==> config.mk <==
export PLATFORM = sky130hd
export DESIGN_NAME = multilevel_feedback_scheduler
export DESIGN_NICKNAME = d
export VERILOG_FILES = /design/src/sv/mfs_pkg.sv /design/src/sv/multilevel_feedback_scheduler.sv /design/src/sv/mfs_ram.sv /design/src/sv/mfs_ctrl.sv /design/src/sv/mfs_dpath.sv
export SDC_FILE = /design/constraint.sdc
export NUM_CORES = 1
export LEC_CHECK = 0
export ABC_AREA = 1
export BUFFER_PORTS_ARGS = -buffer_cell sky130_fd_sc_hd__clkbuf_2
export CAP_MARGIN = 20
export CORE_MARGIN = 2
export CORE_UTILIZATION = 66
export DETAILED_ROUTE_END_ITERATION = 8
export GPL_TIMING_DRIVEN = 1
export PLACE_DENSITY = 0.84
export SYNTH_ARGS = -nofsm -noshare
export SYNTH_HDL_FRONTEND = slang
export SYNTH_HIERARCHICAL = 1
export SYNTH_SLANG_ARGS = --single-unit
==> constraint.sdc <==
create_clock -name i_clk -period 6.45 [get_ports i_clk]
set_input_delay 0.645 -clock i_clk [delete_from_list [all_inputs] [get_ports i_clk]]
set_output_delay 0.645 -clock i_clk [all_outputs]
set_load 0.005 [all_outputs]
==> src/sv/mfs_pkg.sv <==
// ----------------------------------------------------------------------------
// mfs_pkg
// Shared types and constants of the multilevel feedback scheduler: operation
// codes, stream field layout and the controller/datapath command bundle.
// ----------------------------------------------------------------------------
package mfs_pkg;

    // Operation codes carried in the slave-side tuser
    typedef enum logic [1:0] {
        MODE_NEW     = 2'd0,
        MODE_REQUEUE = 2'd1,
        MODE_SELECT  = 2'd2,
        MODE_CHECK   = 2'd3
    } t_mode;

    // Field widths
    localparam int MODE_W  = 2;
    localparam int PID_W   = 8;
    localparam int TIME_W  = 16;
    localparam int LEVEL_W = 3;
    localparam int WAIT_W  = 7;

    // Slave-side tdata layout, lowest bit first
    localparam int PID_LSB     = 0;
    localparam int ELAPSED_LSB = PID_LSB + PID_W;
    localparam int DONE_LSB    = ELAPSED_LSB + TIME_W;
    localparam int SERVICE_LSB = DONE_LSB + TIME_W;
    localparam int IN_DATA_W   = SERVICE_LSB + TIME_W;

    // Master-side tdata: found, id, level, keep, waiting, error, zero pad
    localparam int OUT_USED_W = 1 + PID_W + LEVEL_W + 1 + WAIT_W + 1;
    localparam int OUT_DATA_W = 24;
    localparam int OUT_PAD_W  = OUT_DATA_W - OUT_USED_W;

    // Commands from the controller to the datapath
    typedef struct packed {
        logic capture;    // latch the accepted transaction
        logic exec;       // apply the operation to the queue state
        logic load_now;   // load the result register from this cycle's logic
        logic load_read;  // load the result register with the popped id
    } t_dp_cmd;

    // Status from the datapath to the controller
    typedef struct packed {
        logic is_select;  // latched operation pops a level
    } t_dp_status;

endpackage

==> src/sv/multilevel_feedback_scheduler.sv <==
// ----------------------------------------------------------------------------
// multilevel_feedback_scheduler
// Multilevel feedback queue scheduler with LAST_LEVEL+1 FIFO levels of ids.
// ----------------------------------------------------------------------------
// Usage:
//   Slave side: one transaction per operation. tuser carries the mode
//   (new arrival, requeue preempted, select next, run check); tdata carries
//   process id, elapsed, done and service times.
//   Master side: exactly one result transaction per operation, with found,
//   selected id and level, keep-running, waiting count and push error.
//   Result path: an accepted operation is executed, then its result is
//   registered and held; a select first passes a load state, which is the
//   registered read of the id store. Throughput: one operation at a time.
//   The slave side stays not ready until the result has been taken.
//   Reset clears all level pointers and counts, the waiting total and the
//   recorded level; the id store is not cleared and needs no sweep.
//   A stall on the master side holds the result and its data stable.
// ----------------------------------------------------------------------------
module multilevel_feedback_scheduler #(
    parameter int LAST_LEVEL  = 3,
    parameter int QUEUE_DEPTH = 16
) (
    input  logic                               i_clk,
    input  logic                               i_rst_n,
    input  logic                               i_s_axis_tvalid,
    output logic                               o_s_axis_tready,
    // mode
    input  logic [mfs_pkg::MODE_W-1:0]         i_s_axis_tuser,
    // process_id, elapsed_time, done_time, service_time
    input  logic [mfs_pkg::IN_DATA_W-1:0]      i_s_axis_tdata,
    output logic                               o_m_axis_tvalid,
    input  logic                               i_m_axis_tready,
    // found, selected_id, selected_level, keep_running, waiting_count,
    // push_error, zero pad
    output logic [mfs_pkg::OUT_DATA_W-1:0]     o_m_axis_tdata
);

    mfs_pkg::t_dp_cmd    cmd;
    mfs_pkg::t_dp_status status;

    // Sequencer
    mfs_ctrl u_ctrl (
        .i_clk     (i_clk),
        .i_rst_n   (i_rst_n),
        .i_s_valid (i_s_axis_tvalid),
        .i_m_ready (i_m_axis_tready),
        .i_status  (status),
        .o_s_ready (o_s_axis_tready),
        .o_m_valid (o_m_axis_tvalid),
        .o_cmd     (cmd)
    );

    // Queue state and result
    mfs_dpath #(
        .LAST_LEVEL  (LAST_LEVEL),
        .QUEUE_DEPTH (QUEUE_DEPTH)
    ) u_dpath (
        .i_clk    (i_clk),
        .i_rst_n  (i_rst_n),
        .i_cmd    (cmd),
        .o_status (status),
        .i_mode   (i_s_axis_tuser),
        .i_data   (i_s_axis_tdata),
        .o_data   (o_m_axis_tdata)
    );

endmodule

==> src/sv/mfs_ram.sv <==
// ----------------------------------------------------------------------------
// mfs_ram
// Generic single-write, single-read RAM with registered read data.
// ----------------------------------------------------------------------------
module mfs_ram #(
    parameter int WIDTH = 8,
    parameter int DEPTH = 64
) (
    input  logic                     i_clk,
    input  logic                     i_we,
    input  logic [$clog2(DEPTH)-1:0] i_waddr,
    input  logic [WIDTH-1:0]         i_wdata,
    input  logic                     i_re,
    input  logic [$clog2(DEPTH)-1:0] i_raddr,
    output logic [WIDTH-1:0]         o_rdata
);

    logic [WIDTH-1:0] r_mem [DEPTH];
    logic [WIDTH-1:0] r_rdata;

    // Write port
    always_ff @(posedge i_clk) begin
        if (i_we) begin
            r_mem[i_waddr] <= i_wdata;
        end
    end

    // Registered read port
    always_ff @(posedge i_clk) begin
        if (i_re) begin
            r_rdata <= r_mem[i_raddr];
        end
    end

    assign o_rdata = r_rdata;

endmodule

==> src/sv/mfs_ctrl.sv <==
// ----------------------------------------------------------------------------
// mfs_ctrl
// Sequencer of the scheduler: accept one transaction, execute it, fetch the
// popped id when selecting, then hold the result until it is taken.
// ----------------------------------------------------------------------------
module mfs_ctrl (
    input  logic                i_clk,
    input  logic                i_rst_n,
    input  logic                i_s_valid,
    input  logic                i_m_ready,
    input  mfs_pkg::t_dp_status i_status,
    output logic                o_s_ready,
    output logic                o_m_valid,
    output mfs_pkg::t_dp_cmd    o_cmd
);

    typedef enum logic [3:0] {
        S_IDLE = 4'b0001,
        S_EXEC = 4'b0010,
        S_LOAD = 4'b0100,
        S_HOLD = 4'b1000
    } t_state;

    t_state r_state;
    t_state n_state;

    // Next state and command decode
    always_comb begin
        n_state = r_state;
        o_cmd   = '0;
        case (r_state)
            S_IDLE: begin
                if (i_s_valid) begin
                    o_cmd.capture = 1'b1;
                    n_state       = S_EXEC;
                end
            end
            S_EXEC: begin
                o_cmd.exec = 1'b1;
                if (i_status.is_select) begin
                    n_state = S_LOAD;
                end else begin
                    o_cmd.load_now = 1'b1;
                    n_state        = S_HOLD;
                end
            end
            S_LOAD: begin
                o_cmd.load_read = 1'b1;
                n_state         = S_HOLD;
            end
            S_HOLD: begin
                if (i_m_ready) begin
                    n_state = S_IDLE;
                end
            end
            default: begin
                n_state = S_IDLE;
            end
        endcase
    end

    // State register
    always_ff @(posedge i_clk) begin
        if (!i_rst_n) begin
            r_state <= S_IDLE;
        end else begin
            r_state <= n_state;
        end
    end

    assign o_s_ready = (r_state == S_IDLE);
    assign o_m_valid = (r_state == S_HOLD);

endmodule

==> src/sv/mfs_dpath.sv <==
// ----------------------------------------------------------------------------
// mfs_dpath
// Queue state of the scheduler: per-level ring pointers and counts, the id
// store, the recorded level, the run check and the result register.
// ----------------------------------------------------------------------------
module mfs_dpath #(
    parameter int LAST_LEVEL  = 3,
    parameter int QUEUE_DEPTH = 16
) (
    input  logic                             i_clk,
    input  logic                             i_rst_n,
    input  mfs_pkg::t_dp_cmd                 i_cmd,
    output mfs_pkg::t_dp_status              o_status,
    input  logic [mfs_pkg::MODE_W-1:0]       i_mode,
    input  logic [mfs_pkg::IN_DATA_W-1:0]    i_data,
    output logic [mfs_pkg::OUT_DATA_W-1:0]   o_data
);

    localparam int NL  = LAST_LEVEL + 1;
    localparam int LVW = $clog2(NL);
    localparam int PW  = $clog2(QUEUE_DEPTH);
    localparam int CW  = $clog2(QUEUE_DEPTH + 1);
    localparam int AW  = $clog2(NL * QUEUE_DEPTH);
    localparam int PIDW = mfs_pkg::PID_W;
    localparam int TW   = mfs_pkg::TIME_W;
    localparam int WW   = mfs_pkg::WAIT_W;
    localparam logic [LVW-1:0] LastLvl = LVW'(LAST_LEVEL);
    localparam logic [CW-1:0]  FullCnt = CW'(QUEUE_DEPTH);

    function automatic logic [PW-1:0] bump(input logic [PW-1:0] p);
        logic [PW-1:0] q;
        q = (p == PW'(QUEUE_DEPTH - 1)) ? '0 : p + 1'b1;
        return q;
    endfunction

    // Latched transaction
    mfs_pkg::t_mode             r_mode;
    logic [mfs_pkg::IN_DATA_W-1:0] r_data;

    // Queue state
    logic [PW-1:0]  r_head  [NL];
    logic [PW-1:0]  r_tail  [NL];
    logic [CW-1:0]  r_count [NL];
    logic [WW-1:0]  r_total;
    logic [LVW-1:0] r_cur;
    logic           r_lvl_valid;

    // Pending select result waiting for the store read
    logic           r_pend_found;
    logic [LVW-1:0] r_pend_level;

    // Result register
    logic                         r_out_found;
    logic [PIDW-1:0]              r_out_id;
    logic [mfs_pkg::LEVEL_W-1:0]  r_out_level;
    logic                         r_out_keep;
    logic [WW-1:0]                r_out_wait;
    logic                         r_out_err;

    logic [PIDW-1:0] pid;
    logic [TW-1:0]   elapsed;
    logic [TW-1:0]   done_t;
    logic [TW-1:0]   service;
    logic            is_push;
    logic            is_select;
    logic [LVW-1:0]  tgt;
    logic            push_err;
    logic            push_ok;
    logic            sel_hit;
    logic [LVW-1:0]  sel_lvl;
    logic [TW:0]     finish_sum;
    logic            finished;
    logic [LVW-1:0]  chk_lvl;
    logic [TW:0]     threshold;
    logic            keep;
    logic [WW-1:0]   n_total;
    logic [AW-1:0]   waddr;
    logic [AW-1:0]   raddr;
    logic [PIDW-1:0] rdata;

    // Unpack the latched fields
    assign pid     = r_data[mfs_pkg::PID_LSB     +: PIDW];
    assign elapsed = r_data[mfs_pkg::ELAPSED_LSB +: TW];
    assign done_t  = r_data[mfs_pkg::DONE_LSB    +: TW];
    assign service = r_data[mfs_pkg::SERVICE_LSB +: TW];

    assign is_push   = (r_mode == mfs_pkg::MODE_NEW) || (r_mode == mfs_pkg::MODE_REQUEUE);
    assign is_select = (r_mode == mfs_pkg::MODE_SELECT);
    assign o_status.is_select = is_select;

    // Push target: level 0 for arrivals, one level down for requeues, staying at the last level
    always_comb begin
        if (r_mode == mfs_pkg::MODE_NEW) begin
            tgt = '0;
        end else if (r_cur == LastLvl) begin
            tgt = LastLvl;
        end else begin
            tgt = r_cur + 1'b1;
        end
    end

    assign push_err = ((r_mode == mfs_pkg::MODE_REQUEUE) && !r_lvl_valid)
                      || (r_count[tgt] == FullCnt);
    assign push_ok  = is_push && !push_err;

    // Priority encode: lowest non-empty level wins
    always_comb begin
        sel_hit = 1'b0;
        sel_lvl = '0;
        for (int l = NL - 1; l >= 0; l--) begin
            if (r_count[l] != '0) begin
                sel_hit = 1'b1;
                sel_lvl = LVW'(l);
            end
        end
    end

    // Run check: keep running if not finished and at the last level or within the level's quantum
    assign finish_sum = {1'b0, done_t} + {1'b0, elapsed};
    assign finished   = (finish_sum == {1'b0, service});
    assign chk_lvl    = r_lvl_valid ? r_cur : '0;
    assign threshold  = (TW + 1)'(1) << chk_lvl;
    assign keep       = !finished && ((chk_lvl == LastLvl) || ({1'b0, elapsed} < threshold));

    // Waiting total after this operation
    always_comb begin
        n_total = r_total;
        if (push_ok) begin
            n_total = r_total + 1'b1;
        end else if (is_select && sel_hit) begin
            n_total = r_total - 1'b1;
        end
    end

    // Store addresses: level base plus ring pointer
    assign waddr = AW'(AW'(tgt) * AW'(QUEUE_DEPTH)) + AW'(r_tail[tgt]);
    assign raddr = AW'(AW'(sel_lvl) * AW'(QUEUE_DEPTH)) + AW'(r_head[sel_lvl]);

    mfs_ram #(
        .WIDTH (PIDW),
        .DEPTH (NL * QUEUE_DEPTH)
    ) u_store (
        .i_clk   (i_clk),
        .i_we    (i_cmd.exec && push_ok),
        .i_waddr (waddr),
        .i_wdata (pid),
        .i_re    (i_cmd.exec && is_select && sel_hit),
        .i_raddr (raddr),
        .o_rdata (rdata)
    );

    // Latch the accepted transaction
    always_ff @(posedge i_clk) begin
        if (i_cmd.capture) begin
            r_mode <= mfs_pkg::t_mode'(i_mode);
            r_data <= i_data;
        end
    end

    // Update pointers, counts and the recorded level
    always_ff @(posedge i_clk) begin
        if (!i_rst_n) begin
            for (int l = 0; l < NL; l++) begin
                r_head[l]  <= '0;
                r_tail[l]  <= '0;
                r_count[l] <= '0;
            end
            r_total     <= '0;
            r_cur       <= '0;
            r_lvl_valid <= 1'b0;
        end else if (i_cmd.exec) begin
            r_total <= n_total;
            if (push_ok) begin
                r_tail[tgt]  <= bump(r_tail[tgt]);
                r_count[tgt] <= r_count[tgt] + 1'b1;
            end else if (is_select && sel_hit) begin
                r_head[sel_lvl]  <= bump(r_head[sel_lvl]);
                r_count[sel_lvl] <= r_count[sel_lvl] - 1'b1;
                r_cur            <= sel_lvl;
                r_lvl_valid      <= 1'b1;
            end
        end
    end

    // Hold the select outcome until the id comes out of the store
    always_ff @(posedge i_clk) begin
        if (i_cmd.exec) begin
            r_pend_found <= is_select && sel_hit;
            r_pend_level <= sel_lvl;
        end
    end

    // Result register
    always_ff @(posedge i_clk) begin
        if (i_cmd.load_now) begin
            r_out_found <= 1'b0;
            r_out_id    <= '0;
            r_out_level <= '0;
            r_out_keep  <= (r_mode == mfs_pkg::MODE_CHECK) && keep;
            r_out_wait  <= n_total;
            r_out_err   <= is_push && push_err;
        end else if (i_cmd.load_read) begin
            r_out_found <= r_pend_found;
            r_out_id    <= r_pend_found ? rdata : '0;
            r_out_level <= r_pend_found ? mfs_pkg::LEVEL_W'(r_pend_level) : '0;
            r_out_keep  <= 1'b0;
            r_out_wait  <= r_total;
            r_out_err   <= 1'b0;
        end
    end

    assign o_data = {{mfs_pkg::OUT_PAD_W{1'b0}}, r_out_err, r_out_wait, r_out_keep,
                     r_out_level, r_out_id, r_out_found};

endmodule

; ---- After elaboration in Yosys (flattened, before gate mapping)
; Memory sizes are Yosys's and may differ from the RTL's. A register that Yosys moved wholly into a read port is not among the register bits.
; Cells that the tools add are included.
[totals]
ramBits = 564
in_bits = 62
n_memories = 4
word_cells = 128
output_inout_bits = 26
reg_bits = 96
[classes]
n_reduce_logical = 27
eq_ne = 15
n_shift = 1
addsub = 10
order_cmp = 1
n_bitwise = 1
n_mux = 55
[memory_table]
columns = name, depth, width, read_ports, rd_clocked_by_memory_dff, write_ports, line_no
row1 = u_dpath.u_store.r_mem, 64, 8, 1, 1, 1, mfs_ram.sv:18  ; logic [WIDTH-1:0] r_mem [DEPTH];
row2 = u_dpath.r_count, 4, 5, 6, 0, 4, mfs_dpath.sv:43  ; logic [CW-1:0] r_count [NL];
row3 = u_dpath.r_head, 4, 4, 1, 0, 4, mfs_dpath.sv:41  ; logic [PW-1:0] r_head [NL];
row4 = u_dpath.r_tail, 4, 4, 1, 0, 4, mfs_dpath.sv:42  ; logic [PW-1:0] r_tail [NL];
[ops]
columns = operator, n
row1 = $mux W4, 7
row2 = $mux W7, 4
row3 = $mux W1, 27
row4 = $mux W2, 13
row5 = $reduce_bool A5 Y1, 4
row6 = $add A16 B16 Y17, 1
row7 = $eq A17 B16 Y1, 1
row8 = $lt A16 B17 Y1, 1
row9 = $shl A1 B2 Y17 const A, 1
row10 = $pmux W4 S4, 1
row11 = $add A6 B4 Y6, 2
row12 = $eq A4 B4 Y1 const B, 3
row13 = $mux W5, 2
row14 = $reduce_or A5 Y1, 2
row15 = $logic_and A1 B1 Y1, 9
row16 = $add A4 B1 Y4 const B, 2
row17 = $eq A2 B2 Y1 const B, 4
row18 = $mux W8, 1
row19 = $reduce_or A4 Y1, 2
row20 = $add A7 B1 Y7 const B, 1
row21 = $sub A7 B1 Y7 const B, 1
row22 = $add A5 B1 Y5 const B, 1
row23 = $eq A5 B5 Y1 const B, 1
row24 = $sub A5 B1 Y5 const B, 1
row25 = 14 further kinds, 18

; ---- Longest topological paths before layout
; Gate-level depths: netlist of run 1.
; An unclocked memory read counts as a cell.
[logic_depth]
ltp_word = 15
ltp_mapped = 24
mapped_depth_nobuf = 20

; ---- Modules after synthesis
; The synthesis of run 1 kept the hierarchy.
[by_module_without_submodules]
columns = module, seq_area_each_um2, cells_per_inst, n_inst, area_per_inst_um2
row1 = mfs_ram, 15615.0, 1805, 1, 21419.3
row2 = mfs_dpath, 4083.9, 882, 1, 7812.5
row3 = mfs_ctrl, 80.1, 38, 1, 231.5

; ---- Least setup slack after synthesis of run 1
; No wires, ideal clock.
[synth_timing]
kind = input to register
from = input i_s_axis_tvalid
to = register u_dpath/r_data[0] (netlist name) (enable)
arrival_ns = 3.109
required_time_ns = 5.976
setup_ns = 0.474
n_path_buf = 0
slack_ns = 2.867
cell_stages = 2
cell_sequence = inv_1 nor2_1
[synth_lines]
columns = element, line_no
row1 = from (decl), multilevel_feedback_scheduler.sv:25  ; input logic i_s_axis_tvalid,
row2 = to (signal assigned), mfs_dpath.sv:156  ; r_data <= i_data;
row3 = to (decl), mfs_dpath.sv:38  ; logic [mfs_pkg::IN_DATA_W-1:0] r_data;

==> impl_summary.md, run 1 <==
Status
The run finished with clean final reports.

Worst setup path
The critical path's most frequent cell is sky130_fd_sc_hd__nand2_1. For flop-to-flop paths, the worst setup slack is 1.08 ns. In this run the worst path has a maximum fanout of 80. Data arrives at the worst endpoint at approximately 5.7 ns.

Data on the critical path is required at its endpoint by 6.79 ns. The worst setup path is captured at a register. The endpoint identified for the worst register-to-register timing path is u_dpath/u_store/o_rdata[2]. The worst register-to-register path begins at u_dpath/r_count[2][4]. Counting cells, the worst reg-to-reg path comes to 17.

Traced cell by cell, the critical path runs through nor2_1 -> nand2_1 -> nor2_1 -> nand2_1 -> nand2_1 -> nand2_1 -> o21ai_0 -> nand2_4 -> clkinv_2 -> buf_4 -> nand3_1 -> nand3_1 -> nand2_1 -> nand2_1 -> nand3_1 -> nand3_1 -> nand2_1. The path type of the worst setup path is register to register. The buffers plus inverters on the worst setup path is 2. The longest individual stage delay on the worst path is 0.87 ns. The gate family responsible for the most delay along the worst path is simple AND/OR/NAND/NOR gates.

The worst-path cell with the longest stage delay is sky130_fd_sc_hd__buf_4. The worst setup path is launched from a register.

STA
Measured against its own limit, the worst slew margin works out to 0.244. The post-route clock period utilization is 0.833. The smallest clock period supported by the final layout is computed as 5.37 ns. The worst slack on hold paths is ~0.24 ns. The maximum operating frequency is 0.186 GHz. The worst-margin pin slew is 1.13 ns.

The number of max-slew violations in the final report is 0. The final setup skew is 0.0150 ns. The number of setup violations in the final report is 0.

The number of hold violations in the final report is 0. Setup repair after global routing left no endpoint under its margin. The summed negative setup slack over all endpoints is 0 ns.

Detailed routing
After detailed routing, the number of remaining DRC violations is 0. After the first detailed-routing iteration, the DRC count stood at 2864. Once detail routing completed, the nets flagged for antenna violations numbered 0.

After detailed routing, the average wire length per cell comes to between 20 and 25 um. For this block, the routed nets add up to between 70 and 80 mm of wire. The total via count in the routed design is 21072. The number of search-and-repair iterations in the first detailed-routing pass is 8. Using the TritonRoute via totals, the vias-per-cell ratio works out to 6.18.

Floorplanning
The I/O pin count is 88. The standard cell core area is 44100 um^2. The die footprint is 46300 um^2. The initial utilization of the core area, before any placement, comes to 0.668. The die extent in x is 215 um. In this run the vertical extent of the chip is 215 um. Row generation in the floorplan step produced 77 rows.

Clock network
The post-cts gate resize count is 0. The number of buffers inserted during clock tree synthesis is between 60 and 70. Once the clock tree was built, the setup fixing pass inserted 0 buffers. The clock root buffer is sky130_fd_sc_hd__clkbuf_16. The TritonCTS clock tree is built.

The count of clock tree sinks is between 600 and 700. Clock latency on the worst-skew pair, taken at its later pin, is a little under 0.6 ns. No sink is reached through more buffers than the 3 on the longest clock path. The H-tree level count is 3. The clock-pin slew reported for the worst setup and hold paths after clock tree synthesis is 0.06 ns. The number of buffers inserted by hold repair at cts is 0.

Layout
In the final layout, the share of cells above drive strength 1 is 0.0863. The repair_antennas step left the layout with diodes totalling 0. The final cell area excluding filler cells is 32000 um^2.

The area overhead of the layout relative to synthesis is 8.56%. The fill cell instance count of the final layout is between 2000 and 3000. The net count of the finished layout is approximately 2900.

Power and ir drop
The overall power after layout is 9.43 mW. The leakage dissipation is 12.3 nW. Across the VDD grid, the largest voltage drop is 262 uV. Dividing total power by cell area gives a power density of roughly 300 nW/um^2.

Yosys
By instance count, the leading cell after synthesis is sky130_fd_sc_hd__nand2_1. After synthesis, the share of flip-flops with an asynchronous set or reset is 0. The portion of synthesized area spent on multiplexers is 0. sky130_fd_sc_hd__edfxtp_1 takes more of the synthesized area than any other cell. The largest family of logic cells by synthesized area is simple AND/OR/NAND/NOR gates. The flip-flop cell with the highest count after synthesis is sky130_fd_sc_hd__edfxtp_1. Sorting the synthesized cells by how often they occur yields 861 x sky130_fd_sc_hd__nand2_1, 642 x sky130_fd_sc_hd__edfxtp_1, 512 x sky130_fd_sc_hd__nand3_1. The area fraction of the dominant cell type after synthesis is 0.654. By area the synthesized netlist is led by sky130_fd_sc_hd__edfxtp_1 65%, sky130_fd_sc_hd__nand2_1 11%, sky130_fd_sc_hd__nand3_1 8.7%. The number of enable flip-flop cells after synthesis is 642. The adder and majority cell fraction of the synthesized area is 0.0117. Of the total synthesized cell area, the portion taken by AND, OR, NAND and NOR gates is 0.232. Synthesis inferred 667 register bits. Counting distinct cell types in the post-synthesis netlist gives just under 50. The proportion of synthesized chip area in sequential cells is 0.671. The average instance in the mapped netlist occupies 10.8 um^2. The compound-cell area share of the yosys netlist is 0.0217. After technology mapping, the gate count stands at about 2700. After synthesis the cells add up to 29500 um^2.

The number of warning messages in the yosys log is 6. The post-synthesis share of cell area spent on xor and xnor gates is 0.00994.

Worst hold path
Counting instances, the worst hold path has a depth of 1. The launch point of the worst hold path is i_s_axis_tdata[38]. The path class of the lowest-slack min-delay path is input pin to register.

The path with the worst hold slack has its endpoint at u_dpath/r_data[38].

Place
After legalization and detailed placement, the total HPWL measured about 43 mm. Buffers placed on the I/O ports in this run total 83. The placed instances occupy a cell area of 29900 um^2. The final estimated routing congestion in global placement is about 0.96.

Flow run
The tool flagged a number of max-cap violations equal to 0.

Global route
The via count of the first global-routing pass is roughly 20000. The leftover overflow at the end of global routing is 0. The maximum number of pins on one net before global-route repair is 200. In the global route stage, overall resource usage came out at 0.314.

The first global-routing pass estimated around 110 mm of wire. The initial antenna violation count came to 0.
==> final cells by class <==
class / instances / area [um^2] / share of cell area
multi-input cells: 1761 / 8170 / 0.255
clock inverters: 27 / 183 / 0.00571
clock buffers: 90 / 1830 / 0.0571
flip-flops and latches: 667 / 19800 / 0.618
well taps: 592 / 741 / 0.0232
repair buffers: 114 / 693 / 0.0217
inverters: 158 / 599 / 0.0187
==> cell usage in the layout (no fill, tap or decap), types with 3 or more instances in the layout <==
| cell type | count |
|---|---|
| sky130_fd_sc_hd__inv_2 | 7 |
| sky130_fd_sc_hd__clkbuf_16 | 69 |
| sky130_fd_sc_hd__nand2_4 | 6 |
| sky130_fd_sc_hd__buf_4 | 27 |
| sky130_fd_sc_hd__xor2_1 | 20 |
| sky130_fd_sc_hd__o21ai_0 | 42 |
| sky130_fd_sc_hd__a21o_1 | 3 |
| sky130_fd_sc_hd__a21oi_1 | 30 |
| sky130_fd_sc_hd__nor4_1 | 9 |
| sky130_fd_sc_hd__a31oi_1 | 3 |
| sky130_fd_sc_hd__nand2_1 | 858 |
| sky130_fd_sc_hd__clkbuf_1 | 19 |
| sky130_fd_sc_hd__nand3b_1 | 8 |
| sky130_fd_sc_hd__ha_1 | 26 |
| sky130_fd_sc_hd__o22ai_1 | 10 |
| sky130_fd_sc_hd__conb_1 | 4 |
| sky130_fd_sc_hd__xnor2_1 | 8 |
| sky130_fd_sc_hd__nand3_1 | 512 |
| sky130_fd_sc_hd__o21ai_1 | 3 |
| sky130_fd_sc_hd__dfxtp_1 | 25 |
| sky130_fd_sc_hd__clkbuf_2 | 83 |
| sky130_fd_sc_hd__nor2_4 | 4 |
| sky130_fd_sc_hd__edfxtp_1 | 642 |
| sky130_fd_sc_hd__inv_1 | 148 |
| sky130_fd_sc_hd__nor2_2 | 4 |
| sky130_fd_sc_hd__clkinv_1 | 13 |
| sky130_fd_sc_hd__inv_6 | 3 |
| sky130_fd_sc_hd__nand2_2 | 7 |
| sky130_fd_sc_hd__a21oi_2 | 3 |
| sky130_fd_sc_hd__nor3_1 | 10 |
| sky130_fd_sc_hd__clkinv_2 | 10 |
| sky130_fd_sc_hd__nor2_1 | 146 |
| sky130_fd_sc_hd__nand4_1 | 19 |
| sky130_fd_sc_hd__o211ai_1 | 7 |
==> report_power, final <==
part / total (mW) / switching (mW) / internal, mW
sequential: 4.90 / 0.0412 / 4.86
combinational: 0.914 / 0.648 / 0.266
clock: 3.61 / 1.55 / 2.06
total: 9.43 / 2.24 / 7.19
==> how the worst max path moves through the flow <==
stage / startpoint / to / cells after the start
after floorplan: i_s_axis_tvalid / u_dpath/r_data[0] / 2
after global routing: u_dpath/r_count[2][4] / u_dpath/u_store/o_rdata[2] / 17
after global placement: u_dpath/r_count[0][0] / u_dpath/u_store/o_rdata[0] / 17
after detailed placement: u_dpath/r_count[2][4] / u_dpath/u_store/o_rdata[2] / 17
final: u_dpath/r_count[2][4] / u_dpath/u_store/o_rdata[2] / 17
after CTS: u_dpath/r_count[2][4] / u_dpath/u_store/o_rdata[2] / 17
==> worst register-to-register path: cells and delay by family, from the launching register on <==
family | cells | cell delay (ns)
AOI/OAI and AO/OA | 1 | 0.49
buffers and inverters | 2 | 1.64
and+or+nand+nor | 14 | 2.57
DFF | 1 | 0.43
==> flip-flops by register name (all words and copies together), names as in the netlist <==
signal	count
u_dpath/u_store/r_mem	512
u_dpath/r_data	56
u_dpath/r_count	20
u_dpath/r_head	16
u_dpath/r_tail	16
u_dpath/r_out_id	8
u_dpath/u_store/o_rdata	8
u_dpath/r_out_wait	7
u_dpath/r_total	7
u_ctrl/r_state	4
u_dpath/r_cur	2
u_dpath/r_mode	2
u_dpath/r_out_level	2
u_dpath/r_pend_level	2
u_dpath/r_lvl_valid	1
u_dpath/r_out_err	1
u_dpath/r_out_found	1
u_dpath/r_out_keep	1
u_dpath/r_pend_found	1
==> layer usage <==
layer  vias to the layer above  global-route usage  part of all wire
li1                       9467                   -                 -
met1                      9999               0.431              0.38
met2                      1386               0.488              0.46
met3                       220              0.0686              0.12
met4                         0               0.141             0.047
met5                         -                   0                 0
==> metrics by stage <==
step / setup WS (ns) / util / instances
floorplan: 2.87 / - / 2728
global placement: 1.50 / 0.679 / 3290
detailed placement: 1.33 / 0.679 / 3290
CTS: 1.26 / 0.724 / 3407
global route: 0.742 / 0.725 / 3409
finish: 1.08 / 0.725 / 3409
==> cell families (layout without fill, tap and decap cells) <==
kind of cell             after synthesis  in the layout
XOR/XNOR                              30             30
adder cells (fa/ha/maj)               27             27
buffers and inverters                300            389
AO/OA/AOI/OAI                        110            110
other                                  1              4
AND/OR/NAND/NOR                     1590           1590
flip-flops                           667            667
Power figures use the tool's default switching activity.
==> inputs of run 2 (changes only) <==
--- a/config.mk
+++ b/config.mk
@@ -9,10 +9,10 @@
 export BUFFER_PORTS_ARGS = -buffer_cell sky130_fd_sc_hd__clkbuf_2
 export CAP_MARGIN = 20
 export CORE_MARGIN = 2
-export CORE_UTILIZATION = 66
+export CORE_UTILIZATION = 62
 export DETAILED_ROUTE_END_ITERATION = 8
 export GPL_TIMING_DRIVEN = 1
-export PLACE_DENSITY = 0.84
+export PLACE_DENSITY = 0.79
 export SYNTH_ARGS = -nofsm -noshare
 export SYNTH_HDL_FRONTEND = slang
 export SYNTH_HIERARCHICAL = 1
==> constraint.sdc (replaced) <==
create_clock -name i_clk -period 5.3 [get_ports i_clk]
set_input_delay 0.53 -clock i_clk [delete_from_list [all_inputs] [get_ports i_clk]]
set_output_delay 0.53 -clock i_clk [all_outputs]
set_load 0.005 [all_outputs]
==> run 2 against run 1 <==
  * Setup slack lost 0.26 ns
  * Clock power grew 20%
  * Critical path depth decreased by 3
  * Register-to-register slack worse by 0.26 ns
  * Final cell count rose by 0.56%
  * Critical path type unchanged
  * Sequential cell count unchanged
  * Design area is 0.14% higher
==> impl_summary.md, run 2 (synthesis results as in run 1) <==
Place
The final estimated routing congestion in global placement is 0.924 (-3.6%). The setup slack at placement came to 0.963 ns (-0.366 ns). The number of placed instances with taps included is 3313 (+0.70%). The standard cell area after detailed placement is 30100 um^2 (+0.39%). The detailed placement HPWL was 44.6 mm (+2.7%).

The number of port buffers came to 83 (unchanged).

Power and ir drop
The clock share of power came to 0.380 (-0.003). The sequential power share is 0.522 (+0.002). The switching fraction of total power came to 0.237 (-0.000426). The reported net switching power is 2.71 mW (+21%).

The maximum vdd drop is 340 uV (+30%). The overall power after layout was 11.4 mW (+21%). The internal power component was 8.73 mW (+21%). The combinational cell fraction of total power is 0.098 (about the same). The leakage dissipation came to 12.3 nW (about the same). The ratio of total power to cell area was 357 nW/um^2 (+21%).

Clock network
The clock-pin slew reported for the worst setup and hold paths after clock tree synthesis came to 0.06 ns (about the same). The H-tree level count is 3 (unchanged). The clock latency reported for the late side of the worst-skew pair is 0.60 ns (about the same).

The count of clock tree sinks is 667 (unchanged). The number of buffers inserted by hold repair at cts is 0 (unchanged). The number of post-CTS setup repair buffers is 0 (unchanged). The post-cts gate resize count was 0 (unchanged). The clock root buffer is sky130_fd_sc_hd__clkbuf_16. The maximum number of buffers from clock root to sink is 3 (unchanged). TritonCTS built the clock tree.

The number of buffers inserted during clock tree synthesis is 67 (unchanged).

Floorplanning
The number of rows in the core area was 79 (+2.6%). The starting density of the core was 0.630 (-0.0375). The die footprint is 49300 um^2 (+6.3%). The I/O pin count is 88 (unchanged).

The height of the die was 222 um (+3.1%). The standard cell core area is 46800 um^2 (+6.0%). The die extent in x is 222 um (+3.1%).

Layout
The final cell area excluding filler cells is 32000 um^2 (+0.14%). Leaving out fill and tap cells, the most frequent cells in the layout are 858 x sky130_fd_sc_hd__nand2_1, 642 x sky130_fd_sc_hd__edfxtp_1, 512 x sky130_fd_sc_hd__nand3_1. The number of flip-flops in the largest register is 512 (unchanged).

The number of diodes added for antenna fixing is 0 (unchanged). The fill cell instance count of the final layout is 3308 (+13%). In the final layout, the registers with the most flip-flops are u_dpath/u_store/r_mem (512), u_dpath/r_data (56), u_dpath/r_count (20). The most common library cell in the layout ignoring fill and taps is sky130_fd_sc_hd__nand2_1. Ranked by flip-flop count, first place goes to u_dpath/u_store/r_mem. The area taken by multi-input logic gates is 8150 um^2 (-0.15%). The count of non-filler cells in the finished layout is 3428 (+0.56%). The area overhead of the layout relative to synthesis is 8.72%. The net count of the finished layout is 2864 (+0.21%). The sequential cell area is 19800 um^2 (unchanged). The ratio of cells with drive above 1 in the final layout is 0.0847 (-0.00154). The end-of-flow core utilization came to 0.685 (-0.0398).

Global route
The leftover overflow at the end of global routing is 0 (unchanged). The global-route wire length before repair is 112 mm (about the same). The via count of the first global-routing pass is 20036 (-2.0%). The overall fraction of global-route tracks in use was 0.294 (-0.0204). The initial antenna violation count was 0 (unchanged). The maximum number of pins on one net before global-route repair is 140 (-30%).

Worst hold path
The number of stages on the worst hold path is 1 (unchanged). The path class of the lowest-slack min-delay path is input pin to register.

STA
The final setup skew is 0.0169 ns (+0.00195 ns). Setup repair after global routing left no endpoint under its margin. The number of max-slew violations in the final report was 0 (unchanged).

The maximum operating frequency is 0.223 GHz (+20%). The worst-case headroom to the max-slew limit is 0.280 (+0.0361). The time the final worst path needs with I/O delays and setup came to 4.48 ns (-0.894 ns). The post-route clock period utilization was 0.845 (+0.0120). The number of setup violations in the final report was 0 (unchanged). The setup slack of the critical path after layout is 0.824 ns (-0.256 ns). The summed negative setup slack over all endpoints is 0 ns (unchanged). The number of hold violations in the final report is 0 (unchanged).

The worst slack on hold paths was 0.112 ns (-0.126 ns). The worst-margin pin slew is 1.08 ns (-0.0460 ns).

Worst setup path
The arrival time at the worst endpoint is 4.70 ns (-1.00 ns). The largest fanout on the critical path is 21 (-74%). The required arrival time at the worst endpoint was 5.52 ns (-1.27 ns). The path type of the worst setup path is register to register.

STA classifies the critical path startpoint as a register. The slowest stage of the critical path is the sky130_fd_sc_hd__nor2_1 cell. The longest individual stage delay on the worst path is 0.89 ns (+0.02 ns). The worst reg2reg path depth is 14 (-3). The sort of element at the end of the critical path is a register.

The signal on the critical path passes through inv_2 -> nand2_2 -> nand2_2 -> inv_2 -> o21ai_0 -> nand2_1 -> ha_1 -> inv_1 -> nor2_2 -> nand2_4 -> nand4_4 -> inv_1 -> nand4_1 -> nor2_1.

Detailed routing
The number of search-and-repair iterations in the first detailed-routing pass is 9 (+1). The per-cell via count in the routed design is 6.06 (-1.9%). The routed wire length per instance came to 21.1 um (-0.79%). The DRC violation total after the first TritonRoute iteration came to 3061 (+6.9%). The total via count in the routed design came to 20786 (-1.4%).

The number of nets with antenna violations after routing is 0 (unchanged). The routed wire length was 72.4 mm (-0.24%). The detailed-route DRC error count is 0 (unchanged).

Status
The flow ran to the end, and the final reports show no timing, DRC or antenna violations.

Flow run
The count of max-cap constraint violations is 0 (unchanged).
run 2: final timing paths:
kind,slack (ns),startpoint,endpoint
setup / recovery,0.82,u_dpath/r_mode[1],u_dpath/u_store/r_mem[29][6]
hold / removal,0.11,i_s_axis_tdata[24],u_dpath/r_data[24]
setup reg to reg,0.82,u_dpath/r_mode[1],u_dpath/u_store/r_mem[29][6]
hold reg to reg,0.48,u_dpath/r_out_level[1],u_dpath/r_out_level[1]
run 2: routing by layer:
| metal | wire length (um) | part of all wire | vias to the layer above | track usage |
|---|---|---|---|---|
| met5 | 0 | 0 | - | 0 |
| met4 | 2430 | 0.034 | 0 | 0.103 |
| met3 | 7600 | 0.10 | 178 | 0.0590 |
| met2 | 34200 | 0.47 | 1226 | 0.465 |
| met1 | 28200 | 0.39 | 9913 | 0.410 |
| li1 | - | - | 9469 | - |
run 2: power by group through the flow:
stage / Combinational [mW] / Clock [mW] / Sequential (mW)
detailed placement: 1.09 / 0 / 6.09
global route: 1.22 / 4.60 / 5.98
floorplan: 0.718 / 0 / 6.12
CTS: 1.10 / 4.39 / 5.98
global placement: 1.07 / 0 / 6.08
finish: 1.12 / 4.35 / 5.98
run 2: area by class of cell:
type,instances,share of cell area
flip-flops and latches,667,0.617
inverters,158,0.0187
clock buffers,93,0.0567
well taps,607,0.0237
repair buffers,120,0.0240
clock inverters,22,0.00488
multi-input cells,1761,0.255
run 2: worst max-delay path, delay by kind of cell (launching register included):
kind                       cells  cell delay (ns)
and+or+nand+nor                8             2.51
buffers and inverters          4             0.73
DFF                            1             0.44
AOI/OAI and AO/OA              1             0.19
adders and majority gates      1             0.22
